**config.mk**
```make
export PLATFORM = sky130hd
export DESIGN_NAME = multi_slot_timer_table
export DESIGN_NICKNAME = d
export VERILOG_FILES = /design/src/rtl/core/mstt_pkg.sv /design/src/rtl/core/mstt_front.sv /design/src/rtl/core/mstt_queue.sv /design/src/rtl/core/mstt_back.sv /design/src/rtl/core/multi_slot_timer_table.sv
export VERILOG_INCLUDE_DIRS = /design/src /design/src/rtl/core
export SDC_FILE = /design/constraint.sdc
export NUM_CORES = 2
export LEC_CHECK = 0
export ABC_CLOCK_PERIOD_IN_PS = 12750
export BUFFER_PORTS_ARGS = -buffer_cell sky130_fd_sc_hd__buf_2
export CORE_MARGIN = 2
export CORE_UTILIZATION = 65
export CTS_BUF_LIST = sky130_fd_sc_hd__clkbuf_8
export DETAILED_ROUTE_END_ITERATION = 12
export HOLD_SLACK_MARGIN = 0.1
export PLACE_DENSITY = 0.82
export SYNTH_ARGS = -nofsm -noshare
export SYNTH_HDL_FRONTEND = slang
export SYNTH_SLANG_ARGS = --single-unit
```
**constraint.sdc**
```tcl
create_clock -name clk -period 12.75 [get_ports clk]
set_input_delay 1.275 -clock clk [delete_from_list [all_inputs] [get_ports clk]]
set_output_delay 1.275 -clock clk [all_outputs]
set_load 0.05 [all_outputs]
```
**src/rtl/core/assert_macros.svh**
```systemverilog
`ifndef ASSERT_MACROS_SVH
`define ASSERT_MACROS_SVH

// Combinational invariant, checked at every clock edge out of reset.
`define MSTT_ASSERT(label, expr, msg) \
  label: assert property (@(posedge clk) disable iff (rst) (expr)) else $error(msg);

// Condition in one cycle implies consequence in the next.
`define MSTT_ASSERT_NEXT(label, ante, cons, msg) \
  label: assert property (@(posedge clk) disable iff (rst) (ante) |=> (cons)) else $error(msg);

`endif

```
**src/rtl/core/mstt_pkg.sv**
```systemverilog
package mstt_pkg;

  localparam int NUM_SLOTS_DEF = 16;
  localparam int QUEUE_DEPTH   = 2;

  localparam int ID_W    = 32;
  localparam int MS_W    = 27;
  localparam int STAMP_W = 48;
  localparam int EL_W    = 32;
  localparam int INTV_W  = 37;
  localparam int REM_W   = 38;
  localparam int STAT_W  = 3;

  localparam logic [MS_W-1:0] MAX_DURATION_MS = 27'd86400000;
  localparam logic [9:0]      US_PER_MS       = 10'd1000;

  localparam logic [1:0] OP_START  = 2'd0;
  localparam logic [1:0] OP_CANCEL = 2'd1;
  localparam logic [1:0] OP_TICK   = 2'd2;

  localparam logic [STAT_W-1:0] ST_OK      = 3'd0;
  localparam logic [STAT_W-1:0] ST_INVALID = 3'd1;
  localparam logic [STAT_W-1:0] ST_BUDGET  = 3'd2;
  localparam logic [STAT_W-1:0] ST_FIRED   = 3'd3;
  localparam logic [STAT_W-1:0] ST_NONE    = 3'd4;

  typedef enum logic [1:0] {
    KIND_IMM,
    KIND_START,
    KIND_CANCEL,
    KIND_TICK
  } job_kind_t;

  typedef enum logic [1:0] {
    BK_IDLE,
    BK_SCAN,
    BK_FINISH
  } back_state_t;

  typedef struct packed {
    logic [1:0]         operation;
    logic [MS_W-1:0]    duration_ms;
    logic               repeat_req;
    logic [ID_W-1:0]    cancel_id;
    logic [STAMP_W-1:0] time_stamp;
    logic [EL_W-1:0]    elapsed_us;
  } cmd_t;

  typedef struct packed {
    logic [STAT_W-1:0] status;
    logic [ID_W-1:0]   timer_id;
    logic              last;
  } rsp_t;

  typedef struct packed {
    job_kind_t         kind;
    logic [STAT_W-1:0] status;
    logic              periodic;
    logic [INTV_W-1:0] interval;
    logic [ID_W-1:0]   cancel_id;
    logic [EL_W-1:0]   elapsed_us;
  } job_t;

  typedef struct packed {
    logic [ID_W-1:0]   id;
    logic [REM_W-1:0]  remaining;
    logic [INTV_W-1:0] interval;
    logic              periodic;
  } slot_t;

  typedef struct packed {
    logic full;
    logic empty;
  } q_status_t;

endpackage

```
**src/rtl/core/mstt_front.sv**
```systemverilog
module mstt_front (
  input  logic              clk,
  input  logic              rst,
  input  logic              cmd_valid,
  output logic              cmd_stall,
  input  mstt_pkg::cmd_t    cmd,
  input  mstt_pkg::q_status_t q_status,
  output logic              push,
  output mstt_pkg::job_t    job
);
  import mstt_pkg::*;

  logic [STAMP_W-1:0] last_stamp;
  logic               stamp_valid;
  logic               accept;

  assign cmd_stall = q_status.full;
  assign accept    = cmd_valid && !q_status.full;
  assign push      = accept;

  always_comb begin
    job.kind       = KIND_IMM;
    job.status     = ST_NONE;
    job.periodic   = cmd.repeat_req;
    job.interval   = {{(INTV_W-MS_W){1'b0}}, cmd.duration_ms} *
                     {{(INTV_W-10){1'b0}}, US_PER_MS};
    job.cancel_id  = cmd.cancel_id;
    job.elapsed_us = cmd.elapsed_us;
    case (cmd.operation)
      OP_START: begin
        if (cmd.duration_ms > MAX_DURATION_MS) begin
          job.status = ST_INVALID;
        end else begin
          job.kind = KIND_START;
        end
      end
      OP_CANCEL: begin
        if (cmd.cancel_id == '0) begin
          job.status = ST_OK;
        end else begin
          job.kind = KIND_CANCEL;
        end
      end
      OP_TICK: begin
        if (stamp_valid && (cmd.time_stamp != last_stamp)) begin
          job.kind = KIND_TICK;
        end
      end
      default: begin
        job.kind = KIND_IMM;
      end
    endcase
  end

  // record the stamp of every tick transfer
  always_ff @(posedge clk) begin
    if (rst) begin
      stamp_valid <= 1'b0;
      last_stamp  <= '0;
    end else if (accept && (cmd.operation == OP_TICK)) begin
      stamp_valid <= 1'b1;
      last_stamp  <= cmd.time_stamp;
    end
  end

endmodule

```
**src/rtl/core/mstt_queue.sv**
```systemverilog
`include "assert_macros.svh"

module mstt_queue (
  input  logic                clk,
  input  logic                rst,
  input  logic                push,
  input  mstt_pkg::job_t      wr_job,
  input  logic                pop,
  output mstt_pkg::job_t      rd_job,
  output mstt_pkg::q_status_t status
);
  import mstt_pkg::*;

  localparam int PTR_W = (QUEUE_DEPTH > 1) ? $clog2(QUEUE_DEPTH) : 1;
  localparam int CNT_W = $clog2(QUEUE_DEPTH + 1);

  job_t             entries [QUEUE_DEPTH];
  logic [PTR_W-1:0] wr_ptr;
  logic [PTR_W-1:0] rd_ptr;
  logic [CNT_W-1:0] count;

  assign status.full  = (count == CNT_W'(QUEUE_DEPTH));
  assign status.empty = (count == '0);
  assign rd_job       = entries[rd_ptr];

  always_ff @(posedge clk) begin
    if (push) begin
      entries[wr_ptr] <= wr_job;
    end
  end

  always_ff @(posedge clk) begin
    if (rst) begin
      wr_ptr <= '0;
      rd_ptr <= '0;
      count  <= '0;
    end else begin
      if (push) begin
        wr_ptr <= (wr_ptr == PTR_W'(QUEUE_DEPTH - 1)) ? '0 : wr_ptr + 1'b1;
      end
      if (pop) begin
        rd_ptr <= (rd_ptr == PTR_W'(QUEUE_DEPTH - 1)) ? '0 : rd_ptr + 1'b1;
      end
      if (push && !pop) begin
        count <= count + 1'b1;
      end else if (pop && !push) begin
        count <= count - 1'b1;
      end
    end
  end

  `MSTT_ASSERT(a_no_push_full, !(push && status.full), "push into full queue")
  `MSTT_ASSERT(a_no_pop_empty, !(pop && status.empty), "pop from empty queue")

endmodule

```
**src/rtl/core/mstt_back.sv**
```systemverilog
`include "assert_macros.svh"

module mstt_back #(
  parameter int NUM_SLOTS = mstt_pkg::NUM_SLOTS_DEF
) (
  input  logic                clk,
  input  logic                rst,
  input  mstt_pkg::q_status_t q_status,
  input  mstt_pkg::job_t      head,
  output logic                pop,
  output logic                rsp_valid,
  input  logic                rsp_stall,
  output mstt_pkg::rsp_t      rsp
);
  import mstt_pkg::*;

  localparam int IDX_W = (NUM_SLOTS > 1) ? $clog2(NUM_SLOTS) : 1;

  back_state_t        state;
  back_state_t        state_next;
  logic [IDX_W-1:0]   idx;
  job_t               cur;
  logic [NUM_SLOTS-1:0] act;
  slot_t              slot_mem [NUM_SLOTS];
  slot_t              rd;
  logic [ID_W-1:0]    next_id;
  logic [ID_W-1:0]    next_id_next;
  logic               pend_v;
  logic [ID_W-1:0]    pend_id;

  logic               load;
  logic               step;
  logic               want_emit;
  logic               emit;
  rsp_t               item;
  logic               done;
  logic               wr_en;
  slot_t              wr_data;
  logic               act_set;
  logic               act_clr;
  logic               id_adv;
  logic               pend_load;
  logic               rd_en;
  logic [IDX_W-1:0]   rd_addr;
  logic               out_free;
  logic               is_last;
  logic               match;
  logic               due;
  logic [REM_W-1:0]   new_rem;

  assign out_free = !rsp_valid || !rsp_stall;
  assign is_last  = (idx == IDX_W'(NUM_SLOTS - 1));
  assign new_rem  = rd.remaining - {{(REM_W-EL_W){1'b0}}, cur.elapsed_us};
  assign due      = new_rem[REM_W-1] || (new_rem == '0);
  assign match    = act[idx] && (rd.id == cur.cancel_id);

  always_comb begin
    next_id_next = next_id + 1'b1;
    if (next_id_next == '0) begin
      next_id_next = {{(ID_W-1){1'b0}}, 1'b1};
    end
  end

  always_comb begin
    state_next = state;
    case (state)
      BK_IDLE: begin
        if (load) begin
          state_next = BK_SCAN;
        end
      end
      BK_SCAN: begin
        if (step && done) begin
          state_next = BK_IDLE;
        end else if (step && is_last) begin
          state_next = BK_FINISH;
        end
      end
      BK_FINISH: begin
        if (step) begin
          state_next = BK_IDLE;
        end
      end
      default: begin
        state_next = BK_IDLE;
      end
    endcase
  end

  always_comb begin
    pop       = 1'b0;
    load      = 1'b0;
    want_emit = 1'b0;
    item      = '0;
    done      = 1'b0;
    wr_en     = 1'b0;
    wr_data   = rd;
    act_set   = 1'b0;
    act_clr   = 1'b0;
    id_adv    = 1'b0;
    pend_load = 1'b0;
    case (state)
      BK_IDLE: begin
        if (!q_status.empty) begin
          if (head.kind == KIND_IMM) begin
            want_emit     = 1'b1;
            item.status   = head.status;
            item.last     = 1'b1;
            pop           = out_free;
          end else begin
            pop  = 1'b1;
            load = 1'b1;
          end
        end
      end
      BK_SCAN: begin
        case (cur.kind)
          KIND_START: begin
            if (!act[idx]) begin
              want_emit         = 1'b1;
              item.status       = ST_OK;
              item.timer_id     = next_id_next;
              item.last         = 1'b1;
              done              = 1'b1;
              wr_en             = 1'b1;
              wr_data.id        = next_id_next;
              wr_data.remaining = {1'b0, cur.interval};
              wr_data.interval  = cur.interval;
              wr_data.periodic  = cur.periodic;
              act_set           = 1'b1;
              id_adv            = 1'b1;
            end else if (is_last) begin
              want_emit   = 1'b1;
              item.status = ST_BUDGET;
              item.last   = 1'b1;
              done        = 1'b1;
            end
          end
          KIND_CANCEL: begin
            if (match || is_last) begin
              want_emit   = 1'b1;
              item.status = ST_OK;
              item.last   = 1'b1;
              done        = 1'b1;
              act_clr     = match;
            end
          end
          KIND_TICK: begin
            if (act[idx]) begin
              wr_en             = 1'b1;
              wr_data.remaining = new_rem;
              if (due) begin
                pend_load = 1'b1;
                if (rd.periodic) begin
                  wr_data.remaining = {1'b0, rd.interval};
                end else begin
                  act_clr = 1'b1;
                end
                if (pend_v) begin
                  want_emit     = 1'b1;
                  item.status   = ST_FIRED;
                  item.timer_id = pend_id;
                end
              end
            end
          end
          default: begin
            done = 1'b1;
          end
        endcase
      end
      BK_FINISH: begin
        want_emit = 1'b1;
        item.last = 1'b1;
        if (pend_v) begin
          item.status   = ST_FIRED;
          item.timer_id = pend_id;
        end else begin
          item.status = ST_NONE;
        end
      end
      default: begin
        want_emit = 1'b0;
      end
    endcase
    step    = !want_emit || out_free;
    emit    = want_emit && out_free;
    rd_en   = load || ((state == BK_SCAN) && step);
    rd_addr = load ? '0 : idx + IDX_W'(1);
  end

  always_ff @(posedge clk) begin
    if (rst) begin
      state     <= BK_IDLE;
      idx       <= '0;
      act       <= '0;
      next_id   <= '0;
      pend_v    <= 1'b0;
      rsp_valid <= 1'b0;
    end else begin
      state <= state_next;
      if (load) begin
        idx    <= '0;
        pend_v <= 1'b0;
      end else if ((state == BK_SCAN) && step) begin
        idx <= idx + 1'b1;
        if (pend_load) begin
          pend_v <= 1'b1;
        end
      end
      if ((state == BK_SCAN) && step && act_set) begin
        act[idx] <= 1'b1;
      end
      if ((state == BK_SCAN) && step && act_clr) begin
        act[idx] <= 1'b0;
      end
      if ((state == BK_SCAN) && step && id_adv) begin
        next_id <= next_id_next;
      end
      if (emit) begin
        rsp_valid <= 1'b1;
      end else if (!rsp_stall) begin
        rsp_valid <= 1'b0;
      end
    end
  end

  always_ff @(posedge clk) begin
    if (load) begin
      cur <= head;
    end
    if ((state == BK_SCAN) && step && pend_load) begin
      pend_id <= rd.id;
    end
    if (emit) begin
      rsp <= item;
    end
  end

  always_ff @(posedge clk) begin
    if ((state == BK_SCAN) && step && wr_en) begin
      slot_mem[idx] <= wr_data;
    end
    if (rd_en) begin
      rd <= slot_mem[rd_addr];
    end
  end

  `MSTT_ASSERT(a_emit_free, !(emit && rsp_valid && rsp_stall), "result overwrites held transfer")
  `MSTT_ASSERT(a_pop_idle, !(pop && (state != BK_IDLE)), "queue popped outside idle")
  `MSTT_ASSERT_NEXT(a_finish_last, (state == BK_FINISH) && step, rsp_valid && rsp.last, "tick end not marked last")

endmodule

```
**src/rtl/core/multi_slot_timer_table.sv**
```systemverilog
// Timer table with NUM_SLOTS one-shot or periodic slots, counted in microseconds. A front stage
// checks each command transfer and tracks the tick stamp, a two-entry queue hands the checked
// job to the back end, and the back end walks the slot memory one slot per cycle while no
// result holds it. A start or cancel walk ends at the first free or matching slot or at the
// last slot, a counted tick walks every slot and then a finish step, and a command that needs
// no slot (rejected duration, cancel of id 0, first or repeated tick stamp, unused operation)
// is answered from the queue head. Results leave through an output register, so a held result
// does not stop the front stage from taking the next command until the queue is full.
module multi_slot_timer_table #(
  parameter int NUM_SLOTS = mstt_pkg::NUM_SLOTS_DEF
) (
  input  logic           clk,
  input  logic           rst,
  input  logic           cmd_valid,
  output logic           cmd_stall,
  input  mstt_pkg::cmd_t cmd,
  output logic           rsp_valid,
  input  logic           rsp_stall,
  output mstt_pkg::rsp_t rsp
);
  import mstt_pkg::*;

  q_status_t q_status;
  logic      push;
  logic      pop;
  job_t      wr_job;
  job_t      head;

  mstt_front u_front (
    .clk       (clk),
    .rst       (rst),
    .cmd_valid (cmd_valid),
    .cmd_stall (cmd_stall),
    .cmd       (cmd),
    .q_status  (q_status),
    .push      (push),
    .job       (wr_job)
  );

  mstt_queue u_queue (
    .clk    (clk),
    .rst    (rst),
    .push   (push),
    .wr_job (wr_job),
    .pop    (pop),
    .rd_job (head),
    .status (q_status)
  );

  mstt_back #(
    .NUM_SLOTS (NUM_SLOTS)
  ) u_back (
    .clk       (clk),
    .rst       (rst),
    .q_status  (q_status),
    .head      (head),
    .pop       (pop),
    .rsp_valid (rsp_valid),
    .rsp_stall (rsp_stall),
    .rsp       (rsp)
  );

endmodule
```
==> metrics.md <==
| Metric | Value |
|---|---|
| Row count | `142` |
| Ranking of synthesized cells by area | `edfxtp_1 (68%), nand2_1 (3.1%), mux4_2 (2.6%)` |
| IO buf count | `183` |
| Die Wd | `392 um` |
| Final worst-path cycle share | `54.7%` |
| CTS buffer count | `365` |
| Yosys warns | `0` |
| Worst-path clk slew | `0.06 ns` |
| Crit end category | `flop` |
| Final #Nets | `7246` |
| Post-synth EDFFs | `2211` |
| CTS tree | `done` |
| Worst-Skew Late Latency | `1.06 ns` |
| Htree depth | `5` |
| Post-detailed-route wirelength per cell | `26.9 um` |
| HPWL Detailed | `143 mm` |
| Count leader, synth | `edfxtp_1` |
| Worst Setup Start Kind | `flop` |
| Top FF cell, synth | `edfxtp_1` |
| DR vias | `60583` |
| Seq/Total Area, Yosys | `70.2%` |
| Clock tree buffer depth | `4` |
| # DRC | `0` |
| Post-CTS Setup Bufs | `0` |
| CTS Hold Bufs | `0` |
| First drt pass iteration count | `9` |
| VDD IR max | `353 uV` |
| Core outline area | `150000 um2` |
| Share of post-route cells with drive strength above 1 | `14.5%` |
| Overall routing resource usage | `31.8%` |
| Max_cap viols | `1` |
| Synth Instances | `6614` |
| Fmax | `0.143 GHz` |
| Crit path DAT | `7.62 ns` |
| Synth cell types | `99` |
| Worst-margin pin slew | `1.52 ns` |
| Routed Antenna Nets | `0` |
| Clock Sinks | `2321` |
| Fillers | `9111` |
| Reg area | `68600 um2` |
| Antenna violations before repair | `11` |
| Final WL | `246 mm` |
| Number of global-route vias before repair | `59384` |
| Die area | `153000 um2` |
| Crit path largest cell delay | `0.82 ns` |
| Post-DP Area | `101000 um2` |
| Kind of critical path | `flop to flop` |
| Tmin final | `6.98 ns` |
| Reg2Reg Depth | `15` |
| Worst hold path stage count | `1` |
| Initial Util | `65.3%` |
| Largest net degree at the start of global routing | `189` |
| Minimum hold slack | `0.403 ns` |
| Slew Limit Headroom | `-1.70%` |
| Status | `finished, violations left` |
| Die H | `392 um` |
| Syn Nets | `6999` |
| Clk_skew | `0.105 ns` |
| Final Power | `25900 uW` |
| Synth async-reset ratio | `0%` |
| Area Overhead vs Synth | `9.59%` |
| First-pass GRT wire length | `362 mm` |
| Vias per cell | `6.61` |
| Register bit total from synthesis | `2321` |
| Failing checks | `capacitance limit, slew limit` |
| Required time of the critical path | `13.39 ns` |
| Grt total ovfl | `0` |
| Worst path cell trace | `ha_1, a21oi_1, o21ai_1, a221o_1, o31ai_4, a21oi_1, nor3_1, xnor2_1, o21ai_0, nor4_1, o21a_1, o21ai_4, a21boi_4, buf_4, buf_4` |
| TNS Setup | `0 ns` |
| GPL Wtd Cong | `0.942` |
| Top cell type's share of synthesized area | `67.9%` |
| DR iter-0 viols | `7949` |
| CTS Root Cell | `clkbuf_8` |
| RSZ-0062 raised after global routing | `false` |
| Area of the multi-input gates | `26900 um2` |
| Critical path fanouts, max | `49` |
| Post-cts sizing count | `0` |
| Synthesized cell area | `97700 um2` |
| Setup violations, final | `0` |
| IO Pins | `184` |
| Most frequent cells after synthesis | `edfxtp_1 (2211), nand2_1 (808), clkbuf_1 (374)` |
| Syn Area/Cell | `14.8 um2` |
| Crit-path slowest cell | `buf_4` |
| Power Density | `242 nW/um2` |
| Hold WC Path Type | `primary input to flop` |
| Endpoints failing hold | `0` |
| Post-route cell area | `107000 um2` |
| Area leader, netlist | `edfxtp_1` |
| Leakage | `0.0361 uW` |
| Final slew viol count | `17` |
==> routing by layer <==
metal / share of wire [%] / global-route usage (%) / vias up
met3: 8.7 / 4.89 / 804
li1: - / - / 26140
met1: 35 / 40.4 / 29820
met2: 48 / 51.1 / 3815
met5: 0.0093 / 0 / -
met4: 7.6 / 21.9 / 4
==> path summary, 6_finish.rpt <==
path | from | end | slack (ns)
worst max-delay path | u_back.rd[46] | u_back.slot_mem[14][4] | 5.77
worst min-delay path | cmd[12] | u_queue.entries[1][12] | 0.40
worst max register to register | u_back.rd[46] | u_back.slot_mem[14][4] | 5.77
worst min register to register | u_front.last_stamp[0] | u_front.last_stamp[0] | 0.47
==> cell families (layout without fill, tap and decap cells) <==
logic type | after synthesis | count (layout) | share of synthesized area, %
flops | 2321 | 2321 | 70.2
compound gates | 1591 | 1591 | 11.0
simple gates | 1392 | 1392 | 6.55
buf+inv | 635 | 1152 | 2.61
mux | 249 | 249 | 4.13
fa+ha+maj | 239 | 239 | 3.82
xor+xnor | 187 | 187 | 1.68
other cells | 0 | 12 | 0
==> report_power, final <==
group          switching (uW)  total (uW)  leakage, uW  internal (uW)
Sequential                441       10900       0.0210          10500
Clock                    2780        5580      0.00375           2810
Combinational            6470        9400       0.0113           2930
Total                    9690       25900       0.0361          16200
==> area by class of cell <==
class,count,area share [%]
antenna,12,0.0280
clock buffer,373,4.79
clock inverter,264,1.13
inverter,209,0.739
multi-input combinational,3658,25.1
sequential,2321,64.0
tap,2016,2.36
timing repair buffer,306,1.80
==> sequential cells by signal, indices dropped and copies added, names as in the netlist, named ones only <==
register and cells:
u_back.rd 108, u_back.rsp_valid 1, u_back.next_id 32, u_back.idx 4
u_back.cur 101, u_back.pend_v 1, u_back.state 2, u_back.slot_mem 1728
u_back.pend_id 32, u_back.act 15, u_back.rsp 36, u_queue.count 2
u_front.last_stamp 48, u_front.stamp_valid 1, u_queue.wr_ptr 1, u_queue.entries 206
u_queue.rd_ptr 1
==> layout by cell type, fill, tap and decap left out, drive strengths merged, types with 34 or more instances in the layout <==
cell / n
a211oi: 229
edfxtp: 2211
inv: 342
clkinv: 122
o21ai: 326
o22ai: 218
mux2i: 34
a21oi: 158
mux2: 102
o221ai: 218
xnor2: 71
nand2: 808
a31oi: 238
and2: 228
nor2: 109
nand3: 37
mux4: 113
clkbuf: 373
dfxtp: 110
buf: 306
xor2: 116
fa: 99
nor4: 41
ha: 140
==> per-stage QoR <==
| stage | setup slack [ns] | std cells | utilization [%] |
|---|---|---|---|
| final | 5.77 | 9159 | 71.6 |
| after global routing | 5.48 | 9152 | 71.6 |
| after global placement | 6.11 | 8504 | 67.3 |
| after detailed placement | 5.95 | 8506 | 67.3 |
| after floorplan | 1.02 | 6614 | - |
| after CTS | 5.91 | 9143 | 71.5 |
==> worst max-delay path, delay by kind of cell (launching register included) <==
kind	cells	cell delay, ns
XOR/XNOR	1	0.34
adder cells (fa/ha/maj)	1	0.42
flip-flops	1	0.41
AND/OR/NAND/NOR	2	0.71
AO/OA/AOI/OAI	9	3.01
buffers and inverters	2	1.56
Power figures use the tool's default switching activity.
